## src/hw/rtl/punf_pkg.sv

```systemverilog
// ----------------------------------------------------------------------------
// punf_pkg
// Shared types, codes and helpers for the PNG scanline unfilter block.
// ----------------------------------------------------------------------------
`default_nettype none

package punf_pkg;

    localparam int MAX_WIDTH   = 4096;
    localparam int LINE_DEPTH  = MAX_WIDTH * 4;
    localparam int LINE_ADDR_W = $clog2(LINE_DEPTH);
    localparam int APB_ADDR_W  = 4;

    localparam logic [1:0] REG_IMAGE_WIDTH  = 2'd0;
    localparam logic [1:0] REG_IMAGE_HEIGHT = 2'd1;
    localparam logic [1:0] REG_COLOR_FORMAT = 2'd2;

    localparam logic [2:0] FILT_NONE  = 3'd0;
    localparam logic [2:0] FILT_SUB   = 3'd1;
    localparam logic [2:0] FILT_UP    = 3'd2;
    localparam logic [2:0] FILT_AVG   = 3'd3;
    localparam logic [2:0] FILT_PAETH = 3'd4;

    localparam logic [1:0] FMT_GRAY       = 2'd0;
    localparam logic [1:0] FMT_RGB        = 2'd1;
    localparam logic [1:0] FMT_GRAY_ALPHA = 2'd2;
    localparam logic [1:0] FMT_RGBA       = 2'd3;

    localparam logic [7:0] OPAQUE = 8'hff;

    typedef struct packed {
        logic [12:0] image_width;
        logic [15:0] image_height;
        logic [1:0]  color_format;
    } cfg_t;

    typedef enum logic [1:0] {
        KIND_IGNORE = 2'd0,
        KIND_FILTER = 2'd1,
        KIND_SAMPLE = 2'd2,
        KIND_ERROR  = 2'd3
    } kind_t;

    typedef struct packed {
        kind_t                  kind;
        logic [7:0]             data;
        logic [LINE_ADDR_W-1:0] addr;
        logic [1:0]             k;
        logic                   has_left;
        logic                   has_up;
        logic                   row_end;
        logic                   image_end;
        logic                   emit;
        logic [1:0]             fmt;
        logic [2:0]             filt;
    } item_t;

    function automatic logic [2:0] chan_count(input logic [1:0] fmt);
        logic [2:0] n;
        case (fmt)
            FMT_GRAY:       n = 3'd1;
            FMT_RGB:        n = 3'd3;
            FMT_GRAY_ALPHA: n = 3'd2;
            default:        n = 3'd4;
        endcase
        return n;
    endfunction

endpackage

`default_nettype wire

```

## src/hw/rtl/punf_apb_regs.sv

```systemverilog
// ----------------------------------------------------------------------------
// punf_apb_regs
// APB register file: image width, image height and color format.
// ----------------------------------------------------------------------------
`default_nettype none

module punf_apb_regs (
    input  wire logic                            aclk,
    input  wire logic                            aresetn,
    input  wire logic                            psel,
    input  wire logic                            penable,
    input  wire logic                            pwrite,
    input  wire logic [punf_pkg::APB_ADDR_W-1:0] paddr,
    input  wire logic [31:0]                     pwdata,
    output logic      [31:0]                     prdata,
    output logic                                 pready,
    output punf_pkg::cfg_t                       cfg
);

    punf_pkg::cfg_t cfg_reg;
    logic           wr_en;
    logic [1:0]     reg_idx;

    assign pready  = 1'b1;
    assign reg_idx = paddr[3:2];
    assign wr_en   = psel & penable & pwrite;
    assign cfg     = cfg_reg;

    always_ff @(posedge aclk) begin
        if (!aresetn) begin
            cfg_reg.image_width  <= 13'd1;
            cfg_reg.image_height <= 16'd1;
            cfg_reg.color_format <= punf_pkg::FMT_RGBA;
        end else if (wr_en) begin
            case (reg_idx)
                punf_pkg::REG_IMAGE_WIDTH:  cfg_reg.image_width  <= pwdata[12:0];
                punf_pkg::REG_IMAGE_HEIGHT: cfg_reg.image_height <= pwdata[15:0];
                punf_pkg::REG_COLOR_FORMAT: cfg_reg.color_format <= pwdata[1:0];
                default: ;
            endcase
        end
    end

    always_comb begin
        case (reg_idx)
            punf_pkg::REG_IMAGE_WIDTH:  prdata = {19'd0, cfg_reg.image_width};
            punf_pkg::REG_IMAGE_HEIGHT: prdata = {16'd0, cfg_reg.image_height};
            punf_pkg::REG_COLOR_FORMAT: prdata = {30'd0, cfg_reg.color_format};
            default:                    prdata = 32'd0;
        endcase
    end

endmodule

`default_nettype wire

```

## config.mk

```make
export PLATFORM = sky130hd
export DESIGN_NAME = punf_apb_regs
export DESIGN_NICKNAME = d
export VERILOG_FILES = /design/src/hw/rtl/punf_pkg.sv /design/src/hw/rtl/punf_apb_regs.sv
export SDC_FILE = /design/constraint.sdc
export NUM_CORES = 1
export LEC_CHECK = 0
export BUFFER_PORTS_ARGS = -buffer_cell sky130_fd_sc_hd__buf_2
export CAP_MARGIN = 20
export CORE_ASPECT_RATIO = 1.1
export CORE_MARGIN = 3
export CORE_UTILIZATION = 42
export DETAILED_ROUTE_END_ITERATION = 10
export PLACE_DENSITY = 0.8
export SYNTH_ARGS = -nofsm -noshare
export SYNTH_HDL_FRONTEND = slang
export SYNTH_SLANG_ARGS = --single-unit
```

## constraint.sdc

```tcl
create_clock -name aclk -period 1.55 [get_ports aclk]
set_clock_uncertainty 0.1 [all_clocks]
set_input_delay 0 -clock aclk [delete_from_list [all_inputs] [get_ports aclk]]
set_output_delay 0 -clock aclk [all_outputs]
set_load 0.1 [all_outputs]
```

==> run_results.csv <==
group,metric,value,unit
clock_network,htree_levels,2,
setup_path,rr_worst_depth,3,
status,status,"finished, final reports clean",
finish,num-fill-cells,248,
logic_synthesis,syn_area_per_cell,8.83,µm²
timing,max_freq,693,MHz
finish,drive_above_1_share,0.487,
logic_synthesis,synth_cell_type_count,20,
placed_design,dpl.hpwl,2990,µm
logic_synthesis,synth-seq-cells,31,
finish,mostFrequentLayoutCells,"buf_2 (52), nand2_1 (44), mux2i_1 (42)",
clock_network,numCtsBuffers,5,
setup_path,timing.rr.start,"cfg[21]$_SDFFE_PN0P_",
clock_network,clk_latency,0.33,ns
timing,setup_viol,0,
setup_path,crit_type,"in -> reg",
timing,finalCritPeriodShare,0.931,
logic_synthesis,synthCells,181,
floorplan,die_y,70.7,µm
finish,n_antenna_cell,0,
logic_synthesis,synth_top_area_frac,0.388,
floorplan,dieWidth,64.8,µm
setup_path,rrSetupSlack,0.28,ns
detailed_routing,top_layer,"met4",
finish,final_common_cell,"buf_2",
pwr,p_leak,1.23,nW
setup_path,setup.worst_path.end_class,"flip-flop",
placed_design,gp_congestion,0.701,
placed_design,place_inst,290,
finish,area_growth,62.6,%
placed_design,port_buffers,69,
floorplan,fp.dieArea,0.00458,mm²
clock_network,cts_sinks,31,
detailed_routing,avgViaCountPerCell,4.70,
detailed_routing,wire_per_inst,13.3,µm
floorplan,io_pins,105,
detailed_routing,dr_wl_met2,2290,µm
detailed_routing,drc,0,
detailed_routing,wirelength_met1,1610,µm
finish,final_area,0.00260,mm²
global_route,grt_max_degree,28,
setup_path,cp-endpoint,"cfg[21]$_SDFFE_PN0P_",
placed_design,preCtsSetupSlack,0.375,ns
floorplan,coreArea,0.00350,mm²
detailed_routing,ant_nets,0,
setup_path,cp.arrival,1.61,ns
clock_network,clk_path_buf_depth,2,
clock_network,cts_tree,"yes",
global_route,grt_usage,0.189,
job,drv_cap,0,
global_route,grt_first_pass_wirelength,6790,µm
timing,hold_viol_final,0,
detailed_routing,drtIter0Drc,36,
clock_network,path_clk_slew,0.09,ns
timing,period_minus_slack,1.44,ns
detailed_routing,dr.pass1.iters,4,
logic_synthesis,ys_top_cells_by_area,"dfxtp_1 (39%), mux2i_1 (26%), nand2_1 (10%)",
logic_synthesis,yosysSeqAreaShare,0.388,
setup_path,startpoint,"aresetn",
logic_synthesis,synth_top_area_cell,"dfxtp_1",
setup_path,crit_required,1.72,ns
clock_network,root_buffer,"clkbuf_4",
logic_synthesis,syn_area,0.00160,mm²
timing,slew_violations,0,
min_path,hold_path_class,"in -> reg",
detailed_routing,vias,1500,
placed_design,dpl-instance-area,0.00230,mm²
setup_path,rr_endpoint,"cfg[21]$_SDFFE_PN0P_",
global_route,overflow,0,
pwr,worst_ir_drop_vdd,0.785,mV
detailed_routing,wl_met3,280,µm
timing,setup_slack,0.106,ns
finish,final_cells,319,
detailed_routing,totalWireLength,4230,µm
logic_synthesis,yosysWarnings,0,
finish,layout.nets,311,
floorplan,fp-row-count,22,
setup_path,cp_max_fo,21,
floorplan,initial_core_util,0.457,
pwr,power,2.00,mW
finish,largest_register_ffs,31,
timing,rsz0062_at_grt,"false",
setup_path,start_kind,"input port",
timing,final.setup.tns,0,ns
pwr,power.density,772,mW/mm²
global_route,grt_pass1_vias,1439,
global_route,antenna_found_initial,0,
-- what timing repair did --
item / 4_1_cts / 5_1_grt
setup endpoints to repair: 0 / 4
endpoints found under the hold margin: 31 / 0
resized for setup: 0 / 1
hold buffers: 21 / 0
setup buffers: 0 / 0
-- synth_stat cells (all sizes together) --
| cell | n |
|---|---|
| nor2 | 11 |
| nor3b | 1 |
| inv | 2 |
| mux2i | 42 |
| nor2b | 5 |
| or2b | 1 |
| and2 | 3 |
| nand2 | 44 |
| dfxtp | 31 |
| or2 | 1 |
| clkbuf | 6 |
| nand3 | 1 |
| conb | 2 |
| o211ai | 2 |
| or3 | 1 |
| o21ai | 4 |
| buf | 24 |
-- final cells by class --
cell class              count  area [µm²]  area share
flip-flops and latches     31         658       0.253
inverters                   2        7.51     0.00289
clock inverters             2        35.0      0.0135
well taps                  48        60.1      0.0231
repair buffers             97         863       0.332
clock buffers               6        51.3      0.0197
multi-input cells         133         922       0.355
-- layer usage --
layer	GRT usage	up-vias
met1	0.200	704
li1	-	732
met2	0.357	59
met5	0	-
met3	0.0476	5
met4	0.0681	0
-- worst max-delay path: stages --
cell	delay (ns)
dlygate4sd3_1	0.52
clkbuf_4	0.27
nand2_1	0.12
mux2i_1	0.15
dlygate4sd3_1	0.56
-- worst min-delay path by stage --
stage	start	end	slack (ns)	cells after the start
6_report	penable	cfg[1]$_SDFFE_PN1P_	0.02	4
5_1_grt	penable	cfg[1]$_SDFFE_PN1P_	0.04	4
4_1_cts	penable	cfg[1]$_SDFFE_PN1P_	0.005	4
3_5_place_dp	pwdata[14]	cfg[16]$_SDFFE_PN0P_	0.15	3
3_3_place_gp	pwdata[15]	cfg[17]$_SDFFE_PN0P_	0.14	3
2_1_floorplan	pwdata[15]	cfg[17]$_SDFFE_PN0P_	0.03	2
-- report_power, final --
part           total, mW  leakage, nW  internal, mW  switching (mW)
sequential         0.816        0.263         0.808         0.00781
clock              0.652       0.0482         0.381           0.272
combinational      0.536        0.922         0.128           0.408
total               2.00         1.23          1.32           0.687
-- through the flow --
stage / hold slack, ns / utilization
2_1_floorplan: 0.0347 / -
5_1_grt: 0.0406 / 0.743
3_3_place_gp: 0.143 / 0.657
6_report: 0.0161 / 0.743
4_1_cts: 0.00526 / 0.742
3_5_place_dp: 0.148 / 0.657
-- cells by family after synthesis --
group | count (synthesis) | synth area share
AOI/OAI and AO/OA | 6 | 0.0219
buffers and inverters | 32 | 0.141
DFF | 31 | 0.388
muxes | 42 | 0.263
other | 2 | 0.00470
and+or+nand+nor | 68 | 0.181
Note: power is estimated with default switching activity, not from simulation.
