[src/hw/rtl/punf_pkg.sv]
// ----------------------------------------------------------------------------
// punf_pkg
// Shared types, codes and helpers for the PNG scanline unfilter block.
// ----------------------------------------------------------------------------
`default_nettype none

package punf_pkg;

    localparam int MAX_WIDTH   = 4096;
    localparam int LINE_DEPTH  = MAX_WIDTH * 4;
    localparam int LINE_ADDR_W = $clog2(LINE_DEPTH);
    localparam int APB_ADDR_W  = 4;

    localparam logic [1:0] REG_IMAGE_WIDTH  = 2'd0;
    localparam logic [1:0] REG_IMAGE_HEIGHT = 2'd1;
    localparam logic [1:0] REG_COLOR_FORMAT = 2'd2;

    localparam logic [2:0] FILT_NONE  = 3'd0;
    localparam logic [2:0] FILT_SUB   = 3'd1;
    localparam logic [2:0] FILT_UP    = 3'd2;
    localparam logic [2:0] FILT_AVG   = 3'd3;
    localparam logic [2:0] FILT_PAETH = 3'd4;

    localparam logic [1:0] FMT_GRAY       = 2'd0;
    localparam logic [1:0] FMT_RGB        = 2'd1;
    localparam logic [1:0] FMT_GRAY_ALPHA = 2'd2;
    localparam logic [1:0] FMT_RGBA       = 2'd3;

    localparam logic [7:0] OPAQUE = 8'hff;

    typedef struct packed {
        logic [12:0] image_width;
        logic [15:0] image_height;
        logic [1:0]  color_format;
    } cfg_t;

    typedef enum logic [1:0] {
        KIND_IGNORE = 2'd0,
        KIND_FILTER = 2'd1,
        KIND_SAMPLE = 2'd2,
        KIND_ERROR  = 2'd3
    } kind_t;

    typedef struct packed {
        kind_t                  kind;
        logic [7:0]             data;
        logic [LINE_ADDR_W-1:0] addr;
        logic [1:0]             k;
        logic                   has_left;
        logic                   has_up;
        logic                   row_end;
        logic                   image_end;
        logic                   emit;
        logic [1:0]             fmt;
        logic [2:0]             filt;
    } item_t;

    function automatic logic [2:0] chan_count(input logic [1:0] fmt);
        logic [2:0] n;
        case (fmt)
            FMT_GRAY:       n = 3'd1;
            FMT_RGB:        n = 3'd3;
            FMT_GRAY_ALPHA: n = 3'd2;
            default:        n = 3'd4;
        endcase
        return n;
    endfunction

endpackage

`default_nettype wire

[src/hw/rtl/punf_recon.sv]
// ----------------------------------------------------------------------------
// punf_recon
// Byte reconstruction: None, Sub, Up, Average and Paeth, modulo 256.
// ----------------------------------------------------------------------------
`default_nettype none

module punf_recon (
    input  wire logic [2:0] filt,
    input  wire logic [7:0] raw,
    input  wire logic [7:0] a,
    input  wire logic [7:0] b,
    input  wire logic [7:0] c,
    output logic      [7:0] v
);

    logic signed [9:0] p, da, db, dc;
    logic        [9:0] pa, pb, pc;
    logic        [7:0] pred;
    logic        [8:0] avg_sum;

    assign p  = signed'({2'b00, a}) + signed'({2'b00, b}) - signed'({2'b00, c});
    assign da = p - signed'({2'b00, a});
    assign db = p - signed'({2'b00, b});
    assign dc = p - signed'({2'b00, c});
    assign pa = da[9] ? 10'(-da) : 10'(da);
    assign pb = db[9] ? 10'(-db) : 10'(db);
    assign pc = dc[9] ? 10'(-dc) : 10'(dc);

    assign avg_sum = {1'b0, a} + {1'b0, b};

    always_comb begin
        case (filt)
            punf_pkg::FILT_SUB:   pred = a;
            punf_pkg::FILT_UP:    pred = b;
            punf_pkg::FILT_AVG:   pred = avg_sum[8:1];
            punf_pkg::FILT_PAETH: begin
                if (pa <= pb && pa <= pc) begin
                    pred = a;
                end else if (pb <= pc) begin
                    pred = b;
                end else begin
                    pred = c;
                end
            end
            default:              pred = 8'd0;
        endcase
    end

    assign v = raw + pred;

endmodule

`default_nettype wire

[config.mk]
export PLATFORM = sky130hd
export DESIGN_NAME = punf_recon
export DESIGN_NICKNAME = d
export VERILOG_FILES = /design/src/hw/rtl/punf_pkg.sv /design/src/hw/rtl/punf_recon.sv
export SDC_FILE = /design/constraint.sdc
export NUM_CORES = 1
export LEC_CHECK = 0
export BUFFER_PORTS_ARGS = -buffer_cell sky130_fd_sc_hd__buf_2
export CAP_MARGIN = 10
export CORE_ASPECT_RATIO = 1.25
export CORE_MARGIN = 5
export CORE_UTILIZATION = 25
export DETAILED_ROUTE_END_ITERATION = 10
export SLEW_MARGIN = 20
export SYNTH_ARGS = -nofsm -noshare
export SYNTH_HDL_FRONTEND = slang
export SYNTH_SLANG_ARGS = --single-unit
[constraint.sdc]
create_clock -name vclk -period 15
set_clock_uncertainty 0.05 [all_clocks]
set_input_delay 3 -clock vclk [all_inputs]
set_output_delay 3 -clock vclk [all_outputs]
set_load 0.005 [all_outputs]
==> summary.txt, run 1 <==
Routing
  • ANT nets after route: 0
  • DR pass1 iterations: 7
  • Via-to-Cell Ratio: 5.15
  • Total Wirelength: 12,400 um
  • Total number of vias: around 4,300
  • Drt wl/cell: 15.0 um
  • DRT iter0 DRCs: 238
  • Drt drc: 0

STA
  • Setup_tns: 0 ns
  • Tightest Pin Transition: 0.605 ns
  • Hold_ws: 6.26 ns
  • Final Hold Vio Count: 0
  • Tcrit/Tclk final: between 90% and 100%
  • Setup-failing EPs final: 0
  • Fin crit period: 14.49 ns
  • Peak Freq: 0.0690 GHz
  • Slew HR: about three fifths
  • Final WS setup: 0.513 ns
  • Slew Viols, Final: 0

Worst setup path
  • Crit Path Class: input port to primary output
  • CP max stage delay: 0.53 ns
  • Required time of the critical path: 11.95 ns
  • Top cell by count, worst path: a21oi_2
  • Crit end category: primary output
  • Slowest CP cell: fa_1
  • CP max FO: 6
  • Crit start category: input port
  • Arr. time, crit path: 11.44 ns

Global route
  • Total Routing Usage GR: 12.0%
  • Initial antenna violation count: 0
  • First-pass GRT wire length: 20,000 um
  • Number of global-route vias before repair: just over 4,000
  • Overflow after GRT: 0
  • Largest net degree at the start of global routing: 19

Synthesis
  • Average size of a mapped cell: approximately 7.5 um2
  • Simple logic cell fraction of the synthesized area: 19.7%
  • Sequential area share after synthesis: 0%
  • Netlist cell types: 73
  • Top-count cell post-synth: ha_1
  • Share of the synthesized area in the top cell type: a little under a quarter
  • Top cells by count, synth: 76 x ha_1, 64 x inv_1, 39 x a21oi_1, 39 x nor2_1, 38 x xnor2_1
  • Ys Warns: 0
  • Synthesized cell area: 4220 um2
  • Biggest area consumer among synthesized cells: ha_1
  • Synth area leaders: ha_1 23%, xnor2_1 7.9%, fa_1 6.2%
  • XOR/XNOR Fraction of Synth Area: 12.6%
  • Complex-gate fraction of the synthesized area: 28.1%
  • Mapped Cells: 562
  • Synth Area in Adders: 28.7%
  • Syn Nets: roughly 690
  • Largest family of logic cells by synthesized area: adder cells
  • Mux cell area share after synthesis: 3.85%

Final layout
  • CLK BUF: 0
  • Share of layout cells above drive strength 1: ~14%
  • Net count reported at finish: 736
  • Number of antenna diodes: 0
  • Register area: 0 um2
  • Seq_cells: 0
  • Non-Filler Instances: 830
  • Area Overhead vs Synth: 14.1%

Placed design
  • Worst slack at placement: 0.154 ns
  • Placed Cells: 824
  • Hpwl dp: 10,900 um
  • PortBufs: 43
  • GP Congestion: 0.902

Floorplan
  • Die Ht: 155 um
  • Die width: between 100 and 150 um
  • Die area: 19,600 um2
  • I/O Pins: between 40 and 50
  • Total core area: roughly 17,000 um2
  • Initial cell density of the core: 25.3%
  • Floorplan row count: 53

Status
  • Status: completed

Job
  • Total of max-cap violations: 0

Min path
  • Type of the most critical hold path: input port to primary output
  • Hold Path Origin: raw[0]
  • Hold depth: 3
  • Hold Path Sink: v[0]
-- kinds of logic after synthesis --
kind of cell,count (synthesis)
AOI/OAI and AO/OA,169
adders and majority gates,89
muxes,16
and+or+nand+nor,155
buffers and inverters,74
xor gates and xnor gates,59
-- area by class of cell --
type,count,area (um2)
tap,220,275
fill,1871,11900
inverter,64,240
timing repair buffer,58,333
multi-input combinational,488,3970
-- worst max-delay path by stage --
stage	start	to	slack, ns	cells past startpoint
2_1_floorplan	a[2]	v[7]	1.09	42
3_3_place_gp	a[1]	v[7]	0.20	43
3_5_place_dp	a[2]	v[7]	0.15	43
4_1_cts	a[2]	v[7]	0.12	43
5_1_grt	a[1]	v[7]	-0.03	43
6_report	a[1]	v[7]	0.51	43
-- metal layers --
metal / track usage, % / routed length [um]
met1: 15.2 / 5500
met2: 23.1 / 6470
met3: 0.652 / 349
met4: 1.33 / 129
met5: 0 / 0
-- stage by stage --
| step | util (%) | cell area (um2) |
|---|---|---|
| finish | 28.8 | 4820 |
| global route | 28.8 | 4820 |
| CTS | 28.3 | 4720 |
| detailed placement | 28.3 | 4720 |
| global placement | 28.3 | 4720 |
| floorplan | - | 4220 |
-- cell usage in the layout (no fill, tap or decap), types with 7 or more instances in the layout --
cell and n:
ha_1 75, inv_1 64, buf_2 41, nor2_1 39, xnor2_1 36, a21oi_1 35, nand2_1 29, xor2_1 19
o21ai_0 18, a21o_1 16, buf_4 15, mux2i_1 14, fa_1 13, nand3_1 12, nand2b_1 10, o21a_1 9
o21bai_1 9, a211oi_1 8, o22ai_1 8, nor3_1 7, nor2b_1 7, nand4_1 7
-- worst max-delay path: cells and delay by family --
kind | cells | cell delay, ns
AO/OA/AOI/OAI | 20 | 3.39
adder cells (fa/ha/maj) | 5 | 1.78
AND/OR/NAND/NOR | 7 | 1.72
buffers and inverters | 6 | 0.76
XOR/XNOR | 3 | 0.56
multiplexers | 2 | 0.23
-- what timing repair did --
action                     4_1_cts  5_1_grt
setup endpoints to repair        0        1
setup buffers                    0        6
resized for setup                0       11
hold buffers                     0        0
Power of run 1 is left out: the tool's default activity adds up to more than one toggle a clock period on the data nets, which glitch-free logic cannot reach.
==> run 2, diff against run 1 <==
- CAP_MARGIN: 10 -> 20
- CORE_UTILIZATION: 25 -> 35
- SLEW_MARGIN: 20 -> 25
==> summary.txt, run 2 (synthesis results as in run 1) <==
Worst setup path
  • Slowest CP cell: fa_1
  • CP max stage delay: 0.53 ns
  • Crit Path Class: input port to primary output
  • Arr. time, crit path: 11.46 ns
  • Crit end category: primary output
  • CP max FO: 6
  • Required time of the critical path: 11.95 ns
  • Crit start category: input port

Routing
  • DRT iter0 DRCs: 267
  • Total Wirelength: roughly 13,000 um
  • Via-to-Cell Ratio: between 5 and 6
  • Drt wl/cell: 16.4 um
  • Total number of vias: 4,321
  • Drt drc: 0
  • ANT nets after route: 0
  • DR pass1 iterations: 5

Global route
  • Largest net degree at the start of global routing: 19
  • Number of global-route vias before repair: between 4,000 and 5,000
  • Global Route met2 Usage: 32.6%
  • Initial antenna violation count: 0
  • First-pass GRT wire length: approximately 20,000 um
  • Overflow after GRT: 0
  • Met3 GRT Util: 1.12%
  • Global Route met1 Usage: 20.8%
  • Top Usage Layer GRT: met2
  • Total Routing Usage GR: about 17%

Final layout
  • Number of antenna diodes: 0
  • CLK BUF: 0
  • Seq_cells: 0
  • Area Overhead vs Synth: 12.8%
  • Net count reported at finish: 736
  • Share of layout cells above drive strength 1: 14.8%
  • Leading cell type in the layout, fill and taps excluded: ha_1
  • Register area: 0 um2
  • Commonest non-fill, non-tap cells in the layout: 72 x ha_1, 64 x inv_1, 42 x buf_2, 39 x nor2_1, 36 x xnor2_1

STA
  • Tcrit/Tclk final: 96.8%
  • Slew HR: 61.5%
  • Fin crit period: roughly 15 ns
  • RSZ-0062 raised after global routing: no
  • Tightest Pin Transition: 0.576 ns
  • Final Hold Vio Count: 0
  • Setup_tns: 0 ns
  • Slew Viols, Final: 0
  • Peak Freq: 0.0689 GHz
  • Setup-failing EPs final: 0

Placed design
  • GP Congestion: 0.873
  • PortBufs: 43
  • Hpwl dp: 11,100 um

Min path
  • Type of the most critical hold path: input port to primary output

Floorplan
  • I/O Pins: 43
  • Die area: between 10,000 and 15,000 um2
  • Die Ht: 133 um
  • Initial cell density of the core: 36.0%
  • Die width: 108 um
  • Floorplan row count: 44
  • Total core area: about 12,000 um2

Job
  • Total of max-cap violations: 0

CTS
  • Hold-fix buffers, CTS: 0

Status
  • Status: completed
[run 2: changes by cell type in the layout (fill, tap and decap cells not counted), sizes merged]
cell,delta
buf,+1
clkbuf,-1
[run 2: repair_timing]
item                       in CTS  in global routing
setup buffers                   0                  9
gates resized for setup         1                 14
pin swaps                       0                  7
setup endpoints to repair       1                  1
[run 2: cell type report]
cell class	instances	area (um2)
fill	1206	6960
multi-input combinational	488	3990
timing repair buffer	58	330
inverter	64	240
tap	161	201
[run 2: worst paths after layout]
path	depth (start not counted)	slack, ns	endpoint	start
min	3	6.25	v[0]	raw[0]
max	43	0.49	v[7]	a[1]
[run 2: per-layer routing]
layer  part of all wire [%]  routed length, um
met5                      0                  0
met4                    2.5                313
met3                    3.6                458
met2                     52               6560
met1                     42               5290
[run 2: per-stage QoR]
stage | util [%] | setup slack, ns | instance area, um2 | cells | hold WS, ns
after CTS | 39.5 | 0.0828 | 4630 | 762 | 6.25
after detailed placement | 39.4 | 0.00666 | 4630 | 762 | 6.25
after global routing | 40.6 | 0.00444 | 4760 | 771 | 6.27
after floorplan | - | 1.09 | 4220 | 562 | 6.07
after global placement | 39.4 | 0.0617 | 4630 | 762 | 6.25
final | 40.6 | 0.485 | 4760 | 771 | 6.25
[run 2: critical path, delay by kind of cell]
family,cells,cell delay [ns]
xor gates and xnor gates,3,0.60
and+or+nand+nor,7,1.69
muxes,2,0.45
buffers and inverters,5,0.54
adders and majority gates,5,1.69
AOI/OAI and AO/OA,21,3.48
Power of run 2 is left out for the same reason.
==> run 3, diff against run 2 <==
- BUFFER_PORTS_ARGS: -buffer_cell sky130_fd_sc_hd__buf_2 -> default
- DONT_BUFFER_PORTS: default -> 1
==> summary.txt, run 3 (synthesis results as in run 1) <==
Status
  • Status: completed

Global route
  • Total Routing Usage GR: 16.7%
  • Number of global-route vias before repair: 4,168
  • First-pass GRT wire length: 19,900 um
  • Largest net degree at the start of global routing: 19
  • Overflow after GRT: 0
  • Initial antenna violation count: 0

Final layout
  • Commonest non-fill, non-tap cells in the layout: 76 x ha_1, 64 x inv_1, 39 x nor2_1, 37 x a21oi_1, 37 x xnor2_1
  • Area Overhead vs Synth: 4.65%
  • Net count reported at finish: 679
  • CLK BUF: 0
  • Final core utilization: 37.7%
  • Leading cell type in the layout, fill and taps excluded: ha_1
  • Seq_cells: 0
  • Register area: 0 um2
  • Number of antenna diodes: 0
  • Share of layout cells above drive strength 1: 5.06%

Routing
  • Total Wirelength: 12,200 um
  • Drt wl/cell: roughly 17 um
  • ANT nets after route: 0
  • Total number of vias: 4,070
  • Drt drc: 0
  • DR pass1 iterations: 4
  • DRT iter0 DRCs: around 240
  • Via-to-Cell Ratio: 5.70

STA
  • Slew Viols, Final: 0
  • Setup-failing EPs final: 0
  • Final Hold Vio Count: 0
  • Hold_ws: 6.08 ns
  • Fin crit period: 14.42 ns
  • Tightest Pin Transition: 0.679 ns
  • Tcrit/Tclk final: 96.1%
  • Final WS setup: around 0.58 ns
  • Setup_tns: 0 ns
  • Peak Freq: between 0.06 and 0.07 GHz
  • RSZ-0062 raised after global routing: no
  • Slew HR: 54.3%

Worst setup path
  • CP max stage delay: 0.54 ns
  • Slowest CP cell: fa_1
  • Top cell by count, worst path: a21oi_1
  • Crit start category: input port
  • Crit Path Class: input port to primary output
  • Crit end category: primary output
  • Arr. time, crit path: between 10 and 15 ns
  • Required time of the critical path: 11.95 ns
  • CP max FO: 8

Floorplan
  • Initial cell density of the core: 36.0%
  • Die width: 108 um
  • Total core area: 11,700 um2
  • Die area: 14,400 um2
  • I/O Pins: 43
  • Floorplan row count: 44
  • Die Ht: 133 um

CTS
  • Postcts setup bufs: 0
  • Hold-fix buffers, CTS: 0
  • Post-CTS sizing: 0

Placed design
  • GP Congestion: between 0.9 and 1
  • PortBufs: 0
  • Hpwl dp: 10,800 um
  • Worst slack at placement: 0.308 ns

Job
  • Total of max-cap violations: 0

Min path
  • Type of the most critical hold path: input port to primary output
run 3: critical path: cells and delay by family:
| kind | cells | cell delay (ns) |
|---|---|---|
| AO/OA/AOI/OAI | 20 | 3.41 |
| AND/OR/NAND/NOR | 8 | 2.00 |
| adder cells (fa/ha/maj) | 5 | 1.76 |
| XOR/XNOR | 3 | 0.60 |
| multiplexers | 2 | 0.44 |
| buffers and inverters | 3 | 0.17 |
run 3: area by class of cell:
class | instances | area [um2]
multi-input cells | 488 | 3970
inverters | 64 | 240
well taps | 161 | 201
repair buffers | 1 | 7.51
fillers | 1219 | 7310
run 3: stage by stage:
stage / area (um2) / cells
2_1_floorplan: 4220 / 562
3_3_place_gp: 4370 / 714
6_report: 4420 / 714
3_5_place_dp: 4370 / 714
5_1_grt: 4420 / 714
4_1_cts: 4370 / 714
run 3: per-layer routing:
layer / GRT usage [%] / up-vias / share of wire [%]
li1: - / 2049 / -
met3: 1.56 / 16 / 4.2
met1: 20.2 / 1905 / 43
met5: 0 / - / 0
met2: 31.3 / 100 / 51
met4: 3.72 / 0 / 2.2
run 3: path summary, 6_finish.rpt:
path	from	to	slack, ns	depth (start not counted)
setup / recovery	a[2]	v[7]	0.58	41
hold / removal	raw[0]	v[0]	6.08	1
Power of run 3 is left out for the same reason.
